### config.mk
export PLATFORM = sky130hd
export DESIGN_NAME = srpf_emit_flat
export DESIGN_NICKNAME = d
export VERILOG_FILES = /design/src/rtl/srpf_pkg.sv /design/src/rtl/srpf_if.sv /design/src/rtl/srpf_emit.sv /design/src/flat_wrapper.sv
export SDC_FILE = /design/constraint.sdc
export NUM_CORES = 1
export LEC_CHECK = 0
export BUFFER_PORTS_ARGS = -buffer_cell sky130_fd_sc_hd__buf_2
export CORE_AREA = 2 2 238 240
export CTS_BUF_LIST = sky130_fd_sc_hd__clkbuf_8
export DETAILED_ROUTE_END_ITERATION = 8
export DIE_AREA = 0 0 240 242
export HOLD_SLACK_MARGIN = 0.12
export PLACE_DENSITY_LB_ADDON = 0.1
export REMOVE_ABC_BUFFERS = 1
export SLEW_MARGIN = 5
export SYNTH_ARGS = -nofsm -noshare
export SYNTH_HDL_FRONTEND = slang
export SYNTH_SLANG_ARGS = --single-unit
### constraint.sdc
create_clock -name clk_i -period 3.3 [get_ports clk_i]
set_input_delay 0.33 -clock clk_i [delete_from_list [all_inputs] [get_ports clk_i]]
set_output_delay 0.33 -clock clk_i [all_outputs]
set_load 0.02 [all_outputs]
### src/rtl/srpf_pkg.sv
// Shared types, constants and arithmetic helpers of the shape record path flattener.
// Used by the channel interfaces and by every RTL module; depends on nothing.
package srpf_pkg;

  // Position word width inside the block (positions wrap at this width)
  localparam int COORD_BITS = 24;

  // Fixed field widths of the record and point channels
  localparam int FIELD_W = 24;
  localparam int STYLE_W = 8;
  localparam int CMD_W   = 2;
  localparam int KIND_W  = 2;

  // Curve flattening: subdivision depth, sub-pixel scale and rounding bias
  localparam int SUBDIV_DEPTH  = 3;
  localparam int NLEAF         = 1 << (SUBDIV_DEPTH - 1);
  localparam int SUBDIV_STAGES = 2 * SUBDIV_DEPTH;
  localparam int SCALE_SH      = 8;
  localparam int RND_BIAS      = 1 << (SCALE_SH - 1);
  localparam int SC_W          = COORD_BITS + SCALE_SH;

  // Result slots of one record, in emission order
  localparam int SLOT_RESTYLE = 0;
  localparam int SLOT_START   = 1;
  localparam int SLOT_LEAF0   = 2;
  localparam int SLOT_END     = SLOT_LEAF0 + NLEAF;
  localparam int NSLOT        = SLOT_END + 1;
  localparam int SLOT_W       = $clog2(NSLOT);
  localparam int LEAF_W       = $clog2(NLEAF);

  // Job queue between front and back
  localparam int QUEUE_DEPTH = 2;
  localparam int PTR_W       = (QUEUE_DEPTH > 1) ? $clog2(QUEUE_DEPTH) : 1;
  localparam int CNT_W       = $clog2(QUEUE_DEPTH + 1);

  typedef enum logic [CMD_W-1:0] {
    CMD_STYLE = 2'd0,
    CMD_LINE  = 2'd1,
    CMD_CURVE = 2'd2
  } cmd_e;

  typedef enum logic [KIND_W-1:0] {
    KIND_START   = 2'd0,
    KIND_NEXT    = 2'd1,
    KIND_RESTYLE = 2'd2
  } kind_e;

  typedef enum logic [1:0] {
    OP_NONE  = 2'd0,
    OP_LINE  = 2'd1,
    OP_CURVE = 2'd2
  } op_e;

  typedef logic signed [COORD_BITS-1:0] coord_t;
  typedef logic signed [FIELD_W-1:0]    field_t;
  typedef logic        [STYLE_W-1:0]    style_t;
  typedef logic signed [SC_W-1:0]       sc_t;

  typedef struct packed {
    coord_t x;
    coord_t y;
  } cpt_t;

  typedef struct packed {
    sc_t x;
    sc_t y;
  } spt_t;

  // One classified record: which results it owes and the points behind them
  typedef struct packed {
    logic   restyle;
    logic   start;
    op_e    op;
    cpt_t   rest_pt;
    cpt_t   start_pt;
    cpt_t   base_pt;
    cpt_t   ctl_pt;
    cpt_t   end_pt;
    style_t fill0;
    style_t fill1;
    style_t line;
  } job_t;

  typedef struct packed {
    kind_e  kind;
    field_t x;
    field_t y;
    style_t fill0;
    style_t fill1;
    style_t line;
    logic   last;
  } res_t;

  function automatic coord_t from_field(field_t v);
    return coord_t'(v);
  endfunction

  function automatic field_t to_field(coord_t v);
    return field_t'(unsigned'(v));
  endfunction

  function automatic spt_t scale_pt(cpt_t p);
    spt_t r;
    r.x = {p.x, {SCALE_SH{1'b0}}};
    r.y = {p.y, {SCALE_SH{1'b0}}};
    return r;
  endfunction

  // (a + b) / 2, truncated toward zero
  function automatic sc_t half_sum(sc_t a, sc_t b);
    logic signed [SC_W:0] s;
    s = {a[SC_W-1], a} + {b[SC_W-1], b};
    s = s + {{SC_W{1'b0}}, s[SC_W]};
    return s[SC_W:1];
  endfunction

  function automatic spt_t mid(spt_t a, spt_t b);
    spt_t r;
    r.x = half_sum(a.x, b.x);
    r.y = half_sum(a.y, b.y);
    return r;
  endfunction

  // Round a sub-pixel value to the nearest position, halves upwards, and wrap
  function automatic coord_t round_leaf(sc_t v);
    sc_t t;
    t = v + sc_t'(RND_BIAS);
    return t[SC_W-1:SCALE_SH];
  endfunction

endpackage

### src/rtl/srpf_if.sv


interface srpf_pt_if;
  import srpf_pkg::*;

  logic                      valid;
  logic                      ready;
  logic [KIND_W-1:0]         kind;
  logic signed [FIELD_W-1:0] point_x;
  logic signed [FIELD_W-1:0] point_y;
  logic [STYLE_W-1:0]        fill0_style;
  logic [STYLE_W-1:0]        fill1_style;
  logic [STYLE_W-1:0]        line_style;
  logic                      last;

  modport source (
    output valid, kind, point_x, point_y, fill0_style, fill1_style, line_style, last,
    input  ready
  );

  modport sink (
    input  valid, kind, point_x, point_y, fill0_style, fill1_style, line_style, last,
    output ready
  );
endinterface

### src/rtl/srpf_emit.sv
// Back end emitter: walks the result slots of the job at the end of the pipeline
// and drives the registered point channel. Depends on srpf_pkg and srpf_pt_if.
module srpf_emit (
  input  logic                                 clk_i,
  input  logic                                 rst_ni,
  input  logic                                 vld_i,
  input  srpf_pkg::job_t                       job_i,
  input  srpf_pkg::spt_t [srpf_pkg::NLEAF-1:0] leaf_i,
  output logic                                 adv_o,
  srpf_pt_if.source                            pt_o
);
  import srpf_pkg::*;

  logic [NSLOT-1:0]  slots, pend, pick_oh, done_q, done_d;
  logic [SLOT_W-1:0] sel;
  logic              last, out_free, go;
  logic              out_vld_q, out_vld_d;
  res_t              out_q, out_d;
  cpt_t              pt;
  kind_e             kind;
  spt_t              leaf;

  // pick the earliest slot still owed
  always_comb begin
    slots                        = '0;
    slots[SLOT_RESTYLE]          = job_i.restyle;
    slots[SLOT_START]            = job_i.start;
    slots[SLOT_LEAF0 +: NLEAF]   = {NLEAF{job_i.op == OP_CURVE}};
    slots[SLOT_END]              = (job_i.op != OP_NONE);
    pend                         = slots & ~done_q;
    sel                          = SLOT_W'(SLOT_END);
    for (int i = NSLOT - 1; i >= 0; i--) begin
      if (pend[i]) begin
        sel = SLOT_W'(i);
      end
    end
    pick_oh = NSLOT'(1) << sel;
    last    = ((pend & ~pick_oh) == '0);
  end

  assign out_free = !out_vld_q || pt_o.ready;
  assign go       = vld_i && out_free;
  assign adv_o    = !vld_i || (go && last);

  always_comb begin
    leaf = leaf_i[LEAF_W'(sel - SLOT_W'(SLOT_LEAF0))];
    case (sel) inside
      SLOT_W'(SLOT_RESTYLE): begin
        kind = KIND_RESTYLE;
        pt   = job_i.rest_pt;
      end
      SLOT_W'(SLOT_START): begin
        kind = KIND_START;
        pt   = job_i.start_pt;
      end
      [SLOT_W'(SLOT_LEAF0):SLOT_W'(SLOT_END - 1)]: begin
        kind = KIND_NEXT;
        pt.x = round_leaf(leaf.x);
        pt.y = round_leaf(leaf.y);
      end
      SLOT_W'(SLOT_END): begin
        kind = KIND_NEXT;
        pt   = job_i.end_pt;
      end
      default: begin
        kind = KIND_NEXT;
        pt   = '0;
      end
    endcase

    out_d.kind  = kind;
    out_d.x     = to_field(pt.x);
    out_d.y     = to_field(pt.y);
    out_d.fill0 = job_i.fill0;
    out_d.fill1 = job_i.fill1;
    out_d.line  = job_i.line;
    out_d.last  = last;
  end

  always_comb begin
    out_vld_d = out_vld_q;
    if (go) begin
      out_vld_d = 1'b1;
    end else if (pt_o.ready) begin
      out_vld_d = 1'b0;
    end
    done_d = done_q;
    if (adv_o) begin
      done_d = '0;
    end else if (go) begin
      done_d = done_q | pick_oh;
    end
  end

  always_ff @(posedge clk_i or negedge rst_ni) begin
    if (!rst_ni) begin
      out_vld_q <= 1'b0;
      done_q    <= '0;
    end else begin
      out_vld_q <= out_vld_d;
      done_q    <= done_d;
    end
  end

  always_ff @(posedge clk_i) begin
    if (go) begin
      out_q <= out_d;
    end
  end

  assign pt_o.valid       = out_vld_q;
  assign pt_o.kind        = out_q.kind;
  assign pt_o.point_x     = out_q.x;
  assign pt_o.point_y     = out_q.y;
  assign pt_o.fill0_style = out_q.fill0;
  assign pt_o.fill1_style = out_q.fill1;
  assign pt_o.line_style  = out_q.line;
  assign pt_o.last        = out_q.last;

  assert property (@(posedge clk_i) disable iff (!rst_ni)
    vld_i |-> (pend != '0))
    else $error("job at pipeline end owes no result");

  assert property (@(posedge clk_i) disable iff (!rst_ni)
    (vld_i && adv_o) |=> (out_vld_q && out_q.last))
    else $error("job retired without a final result");

endmodule

### src/flat_wrapper.sv
// flat-port wrapper written by rule: the top's interface ports become plain ports
module srpf_emit_flat import srpf_pkg::*;
  (clk_i, rst_ni, vld_i, job_i, leaf_i, adv_o, pt_o_valid, pt_o_kind, pt_o_point_x, pt_o_point_y, pt_o_fill0_style, pt_o_fill1_style, pt_o_line_style, pt_o_last, pt_o_ready);
  srpf_pt_if pt_o_i ();
  input  logic clk_i;
  input  logic rst_ni;
  input  logic vld_i;
  input  srpf_pkg::job_t job_i;
  input  srpf_pkg::spt_t [srpf_pkg::NLEAF-1:0] leaf_i;
  output logic adv_o;
  output wire logic [$bits(pt_o_i.valid)-1:0] pt_o_valid;
  output wire logic [$bits(pt_o_i.kind)-1:0] pt_o_kind;
  output wire logic [$bits(pt_o_i.point_x)-1:0] pt_o_point_x;
  output wire logic [$bits(pt_o_i.point_y)-1:0] pt_o_point_y;
  output wire logic [$bits(pt_o_i.fill0_style)-1:0] pt_o_fill0_style;
  output wire logic [$bits(pt_o_i.fill1_style)-1:0] pt_o_fill1_style;
  output wire logic [$bits(pt_o_i.line_style)-1:0] pt_o_line_style;
  output wire logic [$bits(pt_o_i.last)-1:0] pt_o_last;
  input wire logic [$bits(pt_o_i.ready)-1:0] pt_o_ready;
  assign pt_o_valid = pt_o_i.valid;
  assign pt_o_kind = pt_o_i.kind;
  assign pt_o_point_x = pt_o_i.point_x;
  assign pt_o_point_y = pt_o_i.point_y;
  assign pt_o_fill0_style = pt_o_i.fill0_style;
  assign pt_o_fill1_style = pt_o_i.fill1_style;
  assign pt_o_line_style = pt_o_i.line_style;
  assign pt_o_last = pt_o_i.last;
  assign pt_o_i.ready = pt_o_ready;
  srpf_emit u_core (.clk_i(clk_i), .rst_ni(rst_ni), .vld_i(vld_i), .job_i(job_i), .leaf_i(leaf_i), .adv_o(adv_o), .pt_o(pt_o_i));
endmodule
Word level (Yosys, flattened, before mapping)
Cells that the tools add are included.

cells by class
  reductions and logical operators = 12
  equality and inequality tests = 3
  multiplexer cells = 17
  magnitude comparators = 3
  bitwise operators = 5
  shifts and indexed selects = 1
  add/sub/neg operators = 3

operators by type and width
  cell                                                                                 number
  48-bit two-way mux                                                                   4
  64-bit binary-select mux with 2-bit select                                           1
  32-bit by 9-bit adder with 32-bit output, second input constant                      2
  64-bit two-way mux                                                                   1
  3-bit two-way mux                                                                    5
  7-bit AND                                                                            2
  7-bit two-way mux                                                                    2
  7-bit inverter                                                                       2
  7-bit zero test                                                                      1
  7-bit OR                                                                             1
  1-bit by 3-bit left shift with 7-bit output, first input constant                    1
  2-bit nonzero test                                                                   3
  3-bit by 1-bit equality test with 1-bit output, second input constant                1
  3-bit equality test, second input constant                                           1
  3-bit by 2-bit greater-or-equal comparator with 1-bit output, second input constant  1
  3-bit less-or-equal comparator, second input constant                                1
  1-bit logical AND                                                                    3
  3-bit zero test                                                                      1
  2-bit by 3-bit < comparator with 1-bit output, second input constant                 1
  1-bit two-way mux                                                                    3
  2-bit equality test, second input constant                                           1
  1-bit zero test                                                                      2
  1-bit logical OR                                                                     2
  2-bit two-way mux                                                                    1
  2-bit subtractor, second input constant                                              1

word-level totals
  input bits = 528
  bits in registers = 83
  logic and storage cells = 53
  output and inout bits = 77

Longest topological paths before layout
  depth after elaboration = 15
  depth in mapped cells = 15
  depth with buffers taken out = 11

Least setup slack after synthesis
OpenSTA, ideal clock, no wires.

  path kind = register -> register
  start point = reg u_core.done_q[2]
  end point = reg u_core.out_q (netlist bit u_core.pt_o.point_y[11]) (data pin)
  setup time = 0.271 ns
  arrival time = 2.798 ns
  stages on the path, launching flop included = 15
  setup slack = 0.231 ns
  path buffers = 4
  required time = 3.029 ns
  period minus slack after synthesis = 3.069 ns
  cells stage by stage = dfrtp_1 -> and4b_1 -> buf_6 -> a31oi_4 -> buf_6 -> buf_6 -> buf_2 -> o32ai_1 -> a21oi_1 -> ha_1 -> inv_1 -> nor4_2 -> xnor2_1 -> a222oi_1 -> a21oi_1

RTL lines
  what                    RTL line          RTL
  start, declared         srpf_emit.sv:14   logic [NSLOT-1:0] slots, pend, pick_oh, done_q, done_d;
  start signal, assigned  srpf_emit.sv:101  done_q <= done_d;
  end signal, assigned    srpf_emit.sv:107  out_q <= out_d;
  end, declared           srpf_emit.sv:18   res_t out_q, out_d;

==> out/metrics.cfg <==
[clock_tree]
cts.sinks=83
clk_pin_slew_worst_paths_ps=120
cts_tree=yes
cts_root_buf=clkbuf_8
htreeDepth=3
clk_latency_ps=440
cts_made_buffers=9
clk_path_buf_depth=2

[synthesis]
async_flop_share_pct=9.64
synth_cell_types=68
yosysTopAreaCell=edfxtp_1
ys_seq_elements=83
avgSynthCellArea_um2=9.82
yosysMostFrequentCell=edfxtp_1
syn_inst=655
yosys_warnings=0
netlist_area_mm2=0.00643
synth_common_cells=edfxtp_1 (75), nor2_1 (60), a21oi_1 (51)
synth_edf_count=75
ys.flop_type=edfxtp_1
ys_seq_area_share_pct=38.1
synth_top_area_share_pct=35.0
synthTopCellsByArea=edfxtp_1 (35%), mux2i_1 (6.5%), o32ai_1 (4.8%), a221oi_1 (4.5%), a21oi_1 (4.0%)

[place]
gp_congestion=0.744
io_buffer_count=452
dp_slack_ps=-174
dpl.hpwl_um=34400

[min_path]
whs_path_depth=3
hold_path.startpoint=job_i[267]
hold_class=in2reg
whs_endpoint=u_core.done_q[0]

[power]
p_per_area_mw_per_mm2=341
power_leakage_nw=4.39
ir_drop_mv=0.162

[timing]
max_slew_margin_pct=52.5
fin_skew_ps=12.8
rsz0062_at_grt=false
final-hold-violation-count=0
timing.fmax_ghz=0.320
fin_setup_tns_ps=0
fin_crit_ps=3120
layout_setup_ws_ps=178
period_share_pct=94.6
worst_pin_slew_ps=710
maxSlewViolCount=0
finalSetupViolCount=0

[finish]
ff_latch_area_mm2=0.00245
area_growth_pct=67.8
multi_input_area_mm2=0.00367
fillers=6377
drive_gt1_share_pct=52.5
layout.nets=1723

[global_routing]
grt_pass1_vias=8270
grt_max_degree=41
grtUsageTotal_pct=14.1
grt-ovfl-total=0
grt_pass1_wl_um=58200
antenna_found_initial=7

[status]
status=finished, final reports clean

[setup_path]
critPathKind=reg2reg
start_kind=register
crit_fanout=15
r2r_setup_slack_ps=180
slowest_delay_ps=460
r2r-start=u_core.done_q[5]
required_ps=3480
end_kind=register
reg2reg_depth=11
cp_cell_sequence=nand2b_1 -> a21oi_4 -> buf_12 -> buf_4 -> mux2i_1 -> a21oi_2 -> nand4_4 -> or4_4 -> or2_1 -> xnor2_1 -> o22ai_1
reg2reg_to=u_core.pt_o.point_x[12]
cp.arrival_ps=3300
cpMaxStageDelayCell=or4_4

[die]
ios=605
die_area_mm2=0.0581
die_x_um=240
initial_utilization_pct=11.5
die_h_um=242
fp-row-count=87
core_mm2=0.0557

[drt]
drc=0
dr.pass1.iters=6
routed_wl_um=42200
drtIter0Drc=396
vias_per_cell=3.96
wire_per_inst_um=21.5
vias=7745
antenna_left=0

[flow_run]
drv_cap=0

per-layer routing:
layer	GRT usage [%]	share of wire, %
met5	0	0.085
met4	4.02	1.5
met3	3.14	6.4
met2	24.1	48
met1	17.6	44
power by group:
group / internal (mW) / switching [mW]
Clock: 0.286 / 0.556
Sequential: 1.25 / 0.0229
Combinational: 0.667 / 0.898
Total: 2.21 / 1.48
registers in the layout, indices dropped and copies added (netlist names):
register                 cells
u_core.pt_o.point_y         24
u_core.pt_o.point_x         24
u_core.pt_o.last             1
u_core.pt_o.fill0_style      8
u_core.pt_o.valid            1
u_core.pt_o.line_style       8
u_core.done_q                7
u_core.pt_o.kind             2
u_core.pt_o.fill1_style      8
worst max-delay path: cells and delay by family, from the launching register on:
family / cells / cell delay (ps)
flops: 1 / 400
simple gates: 4 / 1050
compound gates: 3 / 640
mux: 1 / 90
buf+inv: 2 / 380
xor+xnor: 1 / 270
cells in the final DEF (no fill, tap or decap), types with 6 or more instances in the layout:
cell type / count
nand4_1: 12
xor2_1: 17
mux2_2: 6
edfxtp_1: 75
nand2_1: 39
nand2b_1: 7
o22ai_1: 23
dfrtp_1: 7
o21ai_0: 9
a31oi_1: 6
nor2_1: 59
a222oi_1: 17
nor3_1: 15
buf_12: 14
a21oi_2: 19
inv_1: 12
nand3_1: 14
a21oi_1: 45
buf_4: 88
mux2i_1: 42
clkbuf_8: 9
dlygate4sd3_1: 27
a221oi_1: 33
xnor2_1: 21
buf_2: 452
o32ai_1: 35
how the worst max path moves through the flow:
stage                                 from                 endpoint  slack (ps)  cells after the start
after floorplan           u_core.done_q[0]                    adv_o       -1830                      8
after detailed placement  u_core.done_q[1]  u_core.pt_o.point_x[22]        -170                     10
final                     u_core.done_q[5]  u_core.pt_o.point_x[12]         180                     11
after global routing      u_core.done_q[2]  u_core.pt_o.point_y[21]          40                     11
after global placement    u_core.done_q[1]  u_core.pt_o.point_x[22]        -200                     10
after CTS                 u_core.done_q[1]  u_core.pt_o.point_y[21]          20                     11
cells by family (layout without fill, tap and decap cells):
family / Yosys count / after routing / share of synthesized area [%]
XOR/XNOR: 38 / 38 / 5.18
adder cells (fa/ha/maj): 2 / 2 / 0.389
other: 0 / 4 / 0
AO/OA/AOI/OAI: 223 / 223 / 26.2
buffers and inverters: 67 / 610 / 6.38
AND/OR/NAND/NOR: 194 / 194 / 16.2
flip-flops: 83 / 83 / 38.1
multiplexers: 48 / 48 / 7.59
stage by stage:
step                      power [mW]  util [%]  hold WS, ps  area [µm²]  cells
after floorplan                 1.99         -         34.4        6070    601
after global placement          2.87      18.4          228       10200   1907
after detailed placement        2.87      18.4          226       10200   1907
after CTS                       3.79      19.2          123       10700   1950
after global routing            3.92      19.4          183       10800   1956
final                           3.68      19.4          189       10800   1958
repair_timing:
item                                    4_1_cts  5_1_grt
setup buffers                                 0        4
gates resized for setup                       2       11
hold buffers                                 27        0
endpoints found under the setup margin       12       13
hold endpoints to repair                     34        0
pin swaps                                     0        2
area by class of cell:
cell class	count	share of cell area [%]
timing repair buffer	581	32.2
clock inverter	7	0.533
sequential	83	22.7
tap	756	8.77
antenna	4	0.0928
multi-input combinational	505	34.1
clock buffer	9	1.15
inverter	13	0.475
No activity file was read; power rests on OpenSTA's default activity.
