## src/rtl/srpf_pkg.sv

```systemverilog
// Shared types, constants and arithmetic helpers of the shape record path flattener.
// Used by the channel interfaces and by every RTL module; depends on nothing.
package srpf_pkg;

  // Position word width inside the block (positions wrap at this width)
  localparam int COORD_BITS = 24;

  // Fixed field widths of the record and point channels
  localparam int FIELD_W = 24;
  localparam int STYLE_W = 8;
  localparam int CMD_W   = 2;
  localparam int KIND_W  = 2;

  // Curve flattening: subdivision depth, sub-pixel scale and rounding bias
  localparam int SUBDIV_DEPTH  = 3;
  localparam int NLEAF         = 1 << (SUBDIV_DEPTH - 1);
  localparam int SUBDIV_STAGES = 2 * SUBDIV_DEPTH;
  localparam int SCALE_SH      = 8;
  localparam int RND_BIAS      = 1 << (SCALE_SH - 1);
  localparam int SC_W          = COORD_BITS + SCALE_SH;

  // Result slots of one record, in emission order
  localparam int SLOT_RESTYLE = 0;
  localparam int SLOT_START   = 1;
  localparam int SLOT_LEAF0   = 2;
  localparam int SLOT_END     = SLOT_LEAF0 + NLEAF;
  localparam int NSLOT        = SLOT_END + 1;
  localparam int SLOT_W       = $clog2(NSLOT);
  localparam int LEAF_W       = $clog2(NLEAF);

  // Job queue between front and back
  localparam int QUEUE_DEPTH = 2;
  localparam int PTR_W       = (QUEUE_DEPTH > 1) ? $clog2(QUEUE_DEPTH) : 1;
  localparam int CNT_W       = $clog2(QUEUE_DEPTH + 1);

  typedef enum logic [CMD_W-1:0] {
    CMD_STYLE = 2'd0,
    CMD_LINE  = 2'd1,
    CMD_CURVE = 2'd2
  } cmd_e;

  typedef enum logic [KIND_W-1:0] {
    KIND_START   = 2'd0,
    KIND_NEXT    = 2'd1,
    KIND_RESTYLE = 2'd2
  } kind_e;

  typedef enum logic [1:0] {
    OP_NONE  = 2'd0,
    OP_LINE  = 2'd1,
    OP_CURVE = 2'd2
  } op_e;

  typedef logic signed [COORD_BITS-1:0] coord_t;
  typedef logic signed [FIELD_W-1:0]    field_t;
  typedef logic        [STYLE_W-1:0]    style_t;
  typedef logic signed [SC_W-1:0]       sc_t;

  typedef struct packed {
    coord_t x;
    coord_t y;
  } cpt_t;

  typedef struct packed {
    sc_t x;
    sc_t y;
  } spt_t;

  // One classified record: which results it owes and the points behind them
  typedef struct packed {
    logic   restyle;
    logic   start;
    op_e    op;
    cpt_t   rest_pt;
    cpt_t   start_pt;
    cpt_t   base_pt;
    cpt_t   ctl_pt;
    cpt_t   end_pt;
    style_t fill0;
    style_t fill1;
    style_t line;
  } job_t;

  typedef struct packed {
    kind_e  kind;
    field_t x;
    field_t y;
    style_t fill0;
    style_t fill1;
    style_t line;
    logic   last;
  } res_t;

  function automatic coord_t from_field(field_t v);
    return coord_t'(v);
  endfunction

  function automatic field_t to_field(coord_t v);
    return field_t'(unsigned'(v));
  endfunction

  function automatic spt_t scale_pt(cpt_t p);
    spt_t r;
    r.x = {p.x, {SCALE_SH{1'b0}}};
    r.y = {p.y, {SCALE_SH{1'b0}}};
    return r;
  endfunction

  // (a + b) / 2, truncated toward zero
  function automatic sc_t half_sum(sc_t a, sc_t b);
    logic signed [SC_W:0] s;
    s = {a[SC_W-1], a} + {b[SC_W-1], b};
    s = s + {{SC_W{1'b0}}, s[SC_W]};
    return s[SC_W:1];
  endfunction

  function automatic spt_t mid(spt_t a, spt_t b);
    spt_t r;
    r.x = half_sum(a.x, b.x);
    r.y = half_sum(a.y, b.y);
    return r;
  endfunction

  // Round a sub-pixel value to the nearest position, halves upwards, and wrap
  function automatic coord_t round_leaf(sc_t v);
    sc_t t;
    t = v + sc_t'(RND_BIAS);
    return t[SC_W-1:SCALE_SH];
  endfunction

endpackage

```

## src/rtl/srpf_if.sv

```systemverilog
// Valid/ready channel interfaces: shape records in, path points out.
// Depends on srpf_pkg for the field widths.
interface srpf_rec_if;
  import srpf_pkg::*;

  logic                      valid;
  logic                      ready;
  logic [CMD_W-1:0]          cmd;
  logic                      set_fill0;
  logic                      set_fill1;
  logic                      set_line;
  logic                      move_to;
  logic [STYLE_W-1:0]        fill0_index;
  logic [STYLE_W-1:0]        fill1_index;
  logic [STYLE_W-1:0]        line_index;
  logic signed [FIELD_W-1:0] coord_x;
  logic signed [FIELD_W-1:0] coord_y;
  logic signed [FIELD_W-1:0] anchor_dx;
  logic signed [FIELD_W-1:0] anchor_dy;

  modport source (
    output valid, cmd, set_fill0, set_fill1, set_line, move_to,
           fill0_index, fill1_index, line_index, coord_x, coord_y, anchor_dx, anchor_dy,
    input  ready
  );

  modport sink (
    input  valid, cmd, set_fill0, set_fill1, set_line, move_to,
           fill0_index, fill1_index, line_index, coord_x, coord_y, anchor_dx, anchor_dy,
    output ready
  );
endinterface


```

## src/rtl/srpf_front.sv

```systemverilog
// Front end: takes records, tracks pen, styles and open path, and classifies each
// record into a job for the queue. Depends on srpf_pkg and srpf_rec_if.
module srpf_front (
  input  logic            clk_i,
  input  logic            rst_ni,
  srpf_rec_if.sink        rec_i,
  input  logic            q_ready_i,
  output logic            q_push_o,
  output srpf_pkg::job_t  q_job_o
);
  import srpf_pkg::*;

  cpt_t   pen_q, pen_d;
  style_t fill0_q, fill0_d, fill1_q, fill1_d, line_q, line_d;
  logic   open_q, open_d;
  logic   accept, any_set;
  cpt_t   base, ctl, endp, delta;
  job_t   job;

  assign rec_i.ready = q_ready_i;
  assign accept      = rec_i.valid && rec_i.ready;

  always_comb begin
    delta.x = from_field(rec_i.coord_x);
    delta.y = from_field(rec_i.coord_y);
    // an edge with no open path starts from the origin
    base.x  = open_q ? pen_q.x : '0;
    base.y  = open_q ? pen_q.y : '0;
    ctl.x   = base.x + delta.x;
    ctl.y   = base.y + delta.y;
    endp.x  = ctl.x + from_field(rec_i.anchor_dx);
    endp.y  = ctl.y + from_field(rec_i.anchor_dy);
    any_set = rec_i.set_fill0 || rec_i.set_fill1 || rec_i.set_line;

    pen_d   = pen_q;
    open_d  = open_q;
    fill0_d = fill0_q;
    fill1_d = fill1_q;
    line_d  = line_q;
    job     = '0;
    job.op  = OP_NONE;
    job.rest_pt = pen_q;
    job.base_pt = base;
    job.ctl_pt  = ctl;

    case (rec_i.cmd)
      CMD_STYLE: begin
        if (rec_i.set_fill0) fill0_d = rec_i.fill0_index;
        if (rec_i.set_fill1) fill1_d = rec_i.fill1_index;
        if (rec_i.set_line)  line_d  = rec_i.line_index;
        job.restyle  = any_set && open_q;
        job.start    = rec_i.move_to;
        job.start_pt = delta;
        if (rec_i.move_to) begin
          pen_d  = delta;
          open_d = 1'b1;
        end
      end
      CMD_LINE: begin
        job.start    = !open_q;
        job.op       = OP_LINE;
        job.end_pt   = ctl;
        pen_d        = ctl;
        open_d       = 1'b1;
      end
      CMD_CURVE: begin
        job.start    = !open_q;
        job.op       = OP_CURVE;
        job.end_pt   = endp;
        pen_d        = endp;
        open_d       = 1'b1;
      end
      default: begin
      end
    endcase

    job.fill0 = fill0_d;
    job.fill1 = fill1_d;
    job.line  = line_d;
  end

  // drop records that owe no result
  assign q_push_o = accept && (job.restyle || job.start || job.op != OP_NONE);
  assign q_job_o  = job;

  always_ff @(posedge clk_i or negedge rst_ni) begin
    if (!rst_ni) begin
      pen_q   <= '0;
      open_q  <= 1'b0;
      fill0_q <= '0;
      fill1_q <= '0;
      line_q  <= '0;
    end else if (accept) begin
      pen_q   <= pen_d;
      open_q  <= open_d;
      fill0_q <= fill0_d;
      fill1_q <= fill1_d;
      line_q  <= line_d;
    end
  end

  assert property (@(posedge clk_i) disable iff (!rst_ni)
    (accept && (rec_i.cmd == CMD_LINE || rec_i.cmd == CMD_CURVE)) |=> open_q)
    else $error("path not open after an edge record");

endmodule

```

## src/flat_wrapper.sv

```systemverilog
// flat-port wrapper written by rule: the top's interface ports become plain ports
module srpf_front_flat import srpf_pkg::*;
  (clk_i, rst_ni, q_ready_i, q_push_o, q_job_o, rec_i_valid, rec_i_cmd, rec_i_set_fill0, rec_i_set_fill1, rec_i_set_line, rec_i_move_to, rec_i_fill0_index, rec_i_fill1_index, rec_i_line_index, rec_i_coord_x, rec_i_coord_y, rec_i_anchor_dx, rec_i_anchor_dy, rec_i_ready);
  srpf_rec_if rec_i_i ();
  input  logic clk_i;
  input  logic rst_ni;
  input  logic q_ready_i;
  output logic q_push_o;
  output srpf_pkg::job_t q_job_o;
  input wire logic [$bits(rec_i_i.valid)-1:0] rec_i_valid;
  input wire logic [$bits(rec_i_i.cmd)-1:0] rec_i_cmd;
  input wire logic [$bits(rec_i_i.set_fill0)-1:0] rec_i_set_fill0;
  input wire logic [$bits(rec_i_i.set_fill1)-1:0] rec_i_set_fill1;
  input wire logic [$bits(rec_i_i.set_line)-1:0] rec_i_set_line;
  input wire logic [$bits(rec_i_i.move_to)-1:0] rec_i_move_to;
  input wire logic [$bits(rec_i_i.fill0_index)-1:0] rec_i_fill0_index;
  input wire logic [$bits(rec_i_i.fill1_index)-1:0] rec_i_fill1_index;
  input wire logic [$bits(rec_i_i.line_index)-1:0] rec_i_line_index;
  input wire logic [$bits(rec_i_i.coord_x)-1:0] rec_i_coord_x;
  input wire logic [$bits(rec_i_i.coord_y)-1:0] rec_i_coord_y;
  input wire logic [$bits(rec_i_i.anchor_dx)-1:0] rec_i_anchor_dx;
  input wire logic [$bits(rec_i_i.anchor_dy)-1:0] rec_i_anchor_dy;
  output wire logic [$bits(rec_i_i.ready)-1:0] rec_i_ready;
  assign rec_i_i.valid = rec_i_valid;
  assign rec_i_i.cmd = rec_i_cmd;
  assign rec_i_i.set_fill0 = rec_i_set_fill0;
  assign rec_i_i.set_fill1 = rec_i_set_fill1;
  assign rec_i_i.set_line = rec_i_set_line;
  assign rec_i_i.move_to = rec_i_move_to;
  assign rec_i_i.fill0_index = rec_i_fill0_index;
  assign rec_i_i.fill1_index = rec_i_fill1_index;
  assign rec_i_i.line_index = rec_i_line_index;
  assign rec_i_i.coord_x = rec_i_coord_x;
  assign rec_i_i.coord_y = rec_i_coord_y;
  assign rec_i_i.anchor_dx = rec_i_anchor_dx;
  assign rec_i_i.anchor_dy = rec_i_anchor_dy;
  assign rec_i_ready = rec_i_i.ready;
  srpf_front u_core (.clk_i(clk_i), .rst_ni(rst_ni), .rec_i(rec_i_i), .q_ready_i(q_ready_i), .q_push_o(q_push_o), .q_job_o(q_job_o));
endmodule
```

## config.mk

```make
export PLATFORM = sky130hd
export DESIGN_NAME = srpf_front_flat
export DESIGN_NICKNAME = d
export VERILOG_FILES = /design/src/rtl/srpf_pkg.sv /design/src/rtl/srpf_if.sv /design/src/rtl/srpf_front.sv /design/src/flat_wrapper.sv
export SDC_FILE = /design/constraint.sdc
export NUM_CORES = 1
export LEC_CHECK = 0
export ABC_AREA = 1
export BUFFER_PORTS_ARGS = -buffer_cell sky130_fd_sc_hd__buf_2
export CAP_MARGIN = 20
export CORE_ASPECT_RATIO = 0.5
export CORE_MARGIN = 10
export CORE_UTILIZATION = 35
export DETAILED_ROUTE_END_ITERATION = 6
export PLACE_DENSITY = 0.62
export SLEW_MARGIN = 20
export SYNTH_ARGS = -nofsm -noshare
export SYNTH_HDL_FRONTEND = slang
export SYNTH_SLANG_ARGS = --single-unit
```

## constraint.sdc

```tcl
create_clock -name clk_i -period 11 [get_ports clk_i]
set_input_delay 2.2 -clock clk_i [delete_from_list [all_inputs] [get_ports clk_i]]
set_output_delay 2.2 -clock clk_i [all_outputs]
set_load 0.01 [all_outputs]
```

Word-level counts from Yosys, hierarchy flattened:

Cells that the tools add are included.

* bits in registers: 73
* bits of input ports: 130
* output and inout port bits: 270
* word-level logic and storage cells: 45

* add/sub/neg operators: 4
* equality and inequality tests: 3
* muxes and demuxes: 17
* reductions and logical operators: 15

Operators with widths (count)
* one-hot mux 48 bit (3 select lines): 1
* adder 24 bit: 4
* 2-to-1 mux 48 bit: 2
* one-hot mux 48 bit (2 select lines): 1
* 2-to-1 mux 24 bit: 2
* 2-to-1 mux 8 bit: 6
* AND reduction 3 bit: 2
* logical OR 1 bit: 4
* one-hot mux 1 bit (2 select lines): 2
* one-hot mux 2 bit (2 select lines): 1
* nonzero test 2 bit: 2
* logical AND 1 bit: 3
* nonzero test 3 bit: 1
* == test 2 x 1 -> 1 bit, second input constant: 1
* == test 2 bit, second input constant: 1
* zero test 2 bit: 1
* 2-to-1 mux 1 bit: 2
* inequality test 2 bit, second input constant: 1
* OR reduction 2 bit: 1
* zero test 1 bit: 1

Depth between registers and ports, before layout:

* depth after elaboration: 7
* depth in mapped cells: 30
* gate-level depth less buffers: 28

Least setup slack after synthesis:

Ideal clock, no wire load.

* path type: input-to-output
* start point: in rec_i_coord_y[0]
* end point: out q_job_o[43] in the netlist's numbering
* arrival: 5.232 ns
* data required time: 8.800 ns
* path slack: 3.568 ns
* stages on the path: 23
* buffers on the path: 0
* cells stage by stage: ha_1 fa_1 nand2_1 nand2_1 o21ai_2 o21ai_4 a21boi_1 o21ai_0 or2_1 and2_1 ha_1 a21oi_1 nand2_1 and2_1 nor2_1 o21ai_2 nand2_1 nand2_1 or2_0 nand2_1 nand2_1 nand2_1 inv_1

RTL lines
* start: declaration: RTL line flat_wrapper.sv:20 `input wire logic [$bits(rec_i_i.coord_y)-1:0] rec_i_coord_y;`
* end: declaration: RTL line flat_wrapper.sv:9 `output srpf_pkg::job_t q_job_o;`

==> impl_metrics.tcl <==
set metrics [dict create \
    period_utilization 0.742 \
    drc_errors 0 \
    synthFlopType "sky130_fd_sc_hd__dfrtp_1" \
    yosysSeqAreaShare 0.176 \
    timing.setup.tns_ps 0 \
    grt_pass1_vias 12300 \
    finalHoldViolations 0 \
    grt.overflow.total 0 \
    root_buffer "sky130_fd_sc_hd__clkbuf_16" \
    highest_net_fanout_along_the_worst_path 4 \
    numClockSinks 73 \
    status "completed" \
    power.share.combinational 0.764 \
    area_growth_syn_to_layout_pct 26.0 \
    global_route.usage.total 0.231 \
    htreeDepth 3 \
    achievable-frequency_mhz 123 \
    number_of_buffers_inserted_for_hold_repair_after_clock_tree_synthesis 0 \
    ir_drop_mv 0.0767 \
    number_of_antenna_cells_inserted 0 \
    first_pass_iters 5 \
    clkLatencyLatePin_ps 360 \
    max-clock-path-buffers 2 \
    route.detailed.wl_per_inst_um 18.1 \
    numCtsBuffers 9 \
    timing.reg2reg.setup_slack_ps 6320 \
    data_arrival_time_of_the_critical_path_ps 5960 \
    rr_endpoint "u_core.q_job_o[239]" \
    leakagePower_nw 7.92 \
    coreArea_mm2 0.0291 \
    endpoint_kind "primary output" \
    power_density_mw_per_mm2 228 \
    gpl.final_weighted_congestion 0.988 \
    detailed_place_hpwl_um 38100 \
    die_h_um 142 \
    detail_route.vias_per_cell 5.04 \
    initial_core_util 0.356 \
    layout.nets 2362 \
    rr_worst_depth 23 \
    netlist_instances 1759 \
    antenna_found_initial 0 \
    slew_viol_final 0 \
    largest_net_degree_at_the_start_of_global_routing 54 \
    post-synth-top-area-fraction 0.181 \
    route.final.wire_length_um 45800 \
    io_pins 400 \
    maxCapViolCount 0 \
    first_iter_violations 883 \
    swShare 0.568 \
    cell_internal_pwr_mw 1.29 \
    rsz_0062_raised_after_global_routing "no" \
    worst_slew_pin_slew_ps 689 \
    synthArstFlopShare 1.00 \
    syn_area_mm2 0.0104 \
    ys_types 55 \
    worst_r2r_startpoint "u_core.open_q" \
    synth.avg_cell_area_um2 5.89 \
    placement_rows 44 \
    placed_area_mm2 0.0127 \
    p_clk_frac 0.112 \
    antenna_left 0 \
    routed-via-count 12700 \
    post_route_cells_drive_above_1_share 0.228 \
    synth.top_cells.by_area "sky130_fd_sc_hd__nand2_1 18%, sky130_fd_sc_hd__dfrtp_1 18%, sky130_fd_sc_hd__ha_1 12%, sky130_fd_sc_hd__a21oi_1 11%, sky130_fd_sc_hd__inv_1 9.9%" \
    synthesized_flop_and_latch_total 73 \
    total_switching_power_mw 1.69 \
    post_cts_resize_count 0 \
    count_of_flip_flops_with_a_built_in_enable_after_synthesis 0 \
    critical_path_required_ps 8800 \
    crit_end "q_job_o[66]" \
    floorplan.die_area_mm2 0.0373 \
    startpoint "rec_i_coord_x[0]" \
    p_seq_frac 0.124 \
    synth_area_leader_cell "sky130_fd_sc_hd__nand2_1" \
    clk_pin_slew_ps 70 \
    finClkSkew_ps 5.54 \
    final_setup_violation_count 0 \
    worst_case_headroom_to_the_max_slew_limit 0.541 \
    path_class "input port to primary output" \
    io_buffer_count 399 \
    fin_crit_ps 8160 \
    cp_launch_type "input port" \
    kind_of_path_behind_the_tightest_hold_check "register to register" \
    fillCellCount 3266 \
    final_area_mm2 0.0131 \
    grt_first_pass_wirelength_um 69600 \
    die_outline_width_um 263 \
    postCtsSetupBuffers 0 \
    syn_nets 1994 \
    yosysWarningCount 0 \
    tritoncts "yes" \
]
[cells in the mapped netlist, types with 3 or more instances]
| cell type | count |
|---|---|
| sky130_fd_sc_hd__a211oi_1 | 3 |
| sky130_fd_sc_hd__a21boi_0 | 6 |
| sky130_fd_sc_hd__a21o_1 | 12 |
| sky130_fd_sc_hd__a21oi_1 | 222 |
| sky130_fd_sc_hd__a21oi_2 | 3 |
| sky130_fd_sc_hd__a31oi_1 | 5 |
| sky130_fd_sc_hd__and2_1 | 10 |
| sky130_fd_sc_hd__buf_1 | 8 |
| sky130_fd_sc_hd__buf_2 | 8 |
| sky130_fd_sc_hd__clkbuf_1 | 29 |
| sky130_fd_sc_hd__dfrtp_1 | 73 |
| sky130_fd_sc_hd__fa_1 | 4 |
| sky130_fd_sc_hd__ha_1 | 101 |
| sky130_fd_sc_hd__inv_1 | 273 |
| sky130_fd_sc_hd__nand2_1 | 501 |
| sky130_fd_sc_hd__nand2_2 | 18 |
| sky130_fd_sc_hd__nand3_1 | 74 |
| sky130_fd_sc_hd__nand3_2 | 3 |
| sky130_fd_sc_hd__nand3b_1 | 5 |
| sky130_fd_sc_hd__nand4_1 | 22 |
| sky130_fd_sc_hd__nor2_1 | 157 |
| sky130_fd_sc_hd__nor3_1 | 14 |
| sky130_fd_sc_hd__nor3_2 | 3 |
| sky130_fd_sc_hd__nor4_1 | 4 |
| sky130_fd_sc_hd__o21a_1 | 3 |
| sky130_fd_sc_hd__o21ai_0 | 94 |
| sky130_fd_sc_hd__o21ai_1 | 8 |
| sky130_fd_sc_hd__o21ai_2 | 3 |
| sky130_fd_sc_hd__o21bai_1 | 8 |
| sky130_fd_sc_hd__o31ai_1 | 3 |
| sky130_fd_sc_hd__or2_0 | 3 |
| sky130_fd_sc_hd__or2_1 | 4 |
| sky130_fd_sc_hd__or2_2 | 18 |
| sky130_fd_sc_hd__xnor2_1 | 11 |
| sky130_fd_sc_hd__xor2_1 | 20 |
[placed cells by master, fill, tap and decap left out, drive strengths merged, types with 2 or more instances in the layout]
cell	n
a211oi	3
a21boi	7
a21o	12
a21oi	226
a22o	2
a31oi	5
and2	10
buf	406
clkbuf	9
dfrtp	73
fa	4
ha	101
inv	281
nand2	519
nand3	77
nand3b	5
nand4	22
nor2	160
nor3	17
nor4	4
o211ai	2
o21a	3
o21ai	106
o21bai	9
o31ai	3
or2	25
xnor2	11
xor2	22
[worst max-delay path: stages]
cell,delay (ps)
sky130_fd_sc_hd__buf_2,120
sky130_fd_sc_hd__ha_1,270
sky130_fd_sc_hd__inv_1,120
sky130_fd_sc_hd__fa_1,210
sky130_fd_sc_hd__inv_1,50
sky130_fd_sc_hd__nand3_1,70
sky130_fd_sc_hd__nand2_2,100
sky130_fd_sc_hd__nand2_1,90
sky130_fd_sc_hd__nand2_2,70
sky130_fd_sc_hd__nand2_1,90
sky130_fd_sc_hd__nand2_2,70
sky130_fd_sc_hd__a21boi_0,170
sky130_fd_sc_hd__inv_1,70
sky130_fd_sc_hd__or2_1,210
sky130_fd_sc_hd__and2_1,160
sky130_fd_sc_hd__ha_1,340
sky130_fd_sc_hd__nand2_1,110
sky130_fd_sc_hd__nor2_1,240
sky130_fd_sc_hd__inv_1,90
sky130_fd_sc_hd__nor3_1,250
sky130_fd_sc_hd__nand4_1,140
sky130_fd_sc_hd__nand3_1,160
sky130_fd_sc_hd__a21oi_1,80
sky130_fd_sc_hd__o21ai_0,120
sky130_fd_sc_hd__nand2_1,90
sky130_fd_sc_hd__nand2_1,90
sky130_fd_sc_hd__inv_1,50
sky130_fd_sc_hd__buf_2,130
[power by group through the flow]
stage	Combinational [mW]	Clock, mW	Sequential, mW
floorplan	1.46	0	0.390
global placement	2.26	0	0.372
detailed placement	2.26	0	0.374
finish	2.28	0.334	0.370
CTS	2.27	0.341	0.369
global route	2.53	0.351	0.378
[kinds of logic (layout without fill, tap and decap cells)]
family / after synthesis / after routing / share of synthesized area
AO/OA/AOI/OAI: 382 / 382 / 0.202
XOR/XNOR: 33 / 33 / 0.0293
adder cells (fa/ha/maj): 105 / 105 / 0.130
buffers and inverters: 325 / 698 / 0.121
flip-flops: 73 / 73 / 0.176
AND/OR/NAND/NOR: 841 / 841 / 0.342
[worst min-delay path by stage]
| stage | from | to | slack (ps) | depth (start not counted) |
|---|---|---|---|---|
| floorplan | u_core.fill1_q[2] | u_core.fill1_q[2] | 500 | 2 |
| global placement | u_core.q_job_o[217] | u_core.q_job_o[217] | 490 | 2 |
| detailed placement | u_core.q_job_o[217] | u_core.q_job_o[217] | 490 | 2 |
| CTS | u_core.q_job_o[217] | u_core.q_job_o[217] | 510 | 2 |
| global route | u_core.q_job_o[216] | u_core.q_job_o[216] | 530 | 2 |
| finish | u_core.q_job_o[217] | u_core.q_job_o[217] | 510 | 2 |
[registers in the layout, summed over array words and instances, names as in the netlist]
| name | count |
|---|---|
| u_core.fill0_q | 8 |
| u_core.fill1_q | 8 |
| u_core.line_q | 8 |
| u_core.open_q | 1 |
| u_core.q_job_o | 48 |
[final cells by class]
type	instances	area (um^2)	share of cell area
multi-input combinational	1361	7310	0.560
clock inverter	7	92.6	0.00709
inverter	276	1040	0.0793
sequential	73	1830	0.140
tap	391	489	0.0375
timing repair buffer	406	2070	0.159
clock buffer	9	225	0.0172
[metal layers]
metal,global-route usage,routed length [um],part of all wire,vias to the layer above
met2,0.423,23100,0.50,361
met3,0.0396,2360,0.051,62
met4,0.0584,1020,0.022,0
li1,-,-,-,6393
met5,0,0,0,-
met1,0.277,19300,0.42,5889
[per-stage QoR]
| step | total power [mW] | hold slack [ps] | setup slack, ps | util | std cells |
|---|---|---|---|---|---|
| 6_report | 2.98 | 508 | 2840 | 0.449 | 2523 |
| 5_1_grt | 3.26 | 525 | 2450 | 0.449 | 2523 |
| 4_1_cts | 2.98 | 511 | 2860 | 0.448 | 2522 |
| 3_5_place_dp | 2.63 | 495 | 2870 | 0.437 | 2506 |
| 3_3_place_gp | 2.64 | 491 | 2910 | 0.437 | 2506 |
| 2_1_floorplan | 1.85 | 505 | 3570 | - | 1759 |
(Power assumes the default switching activity.)
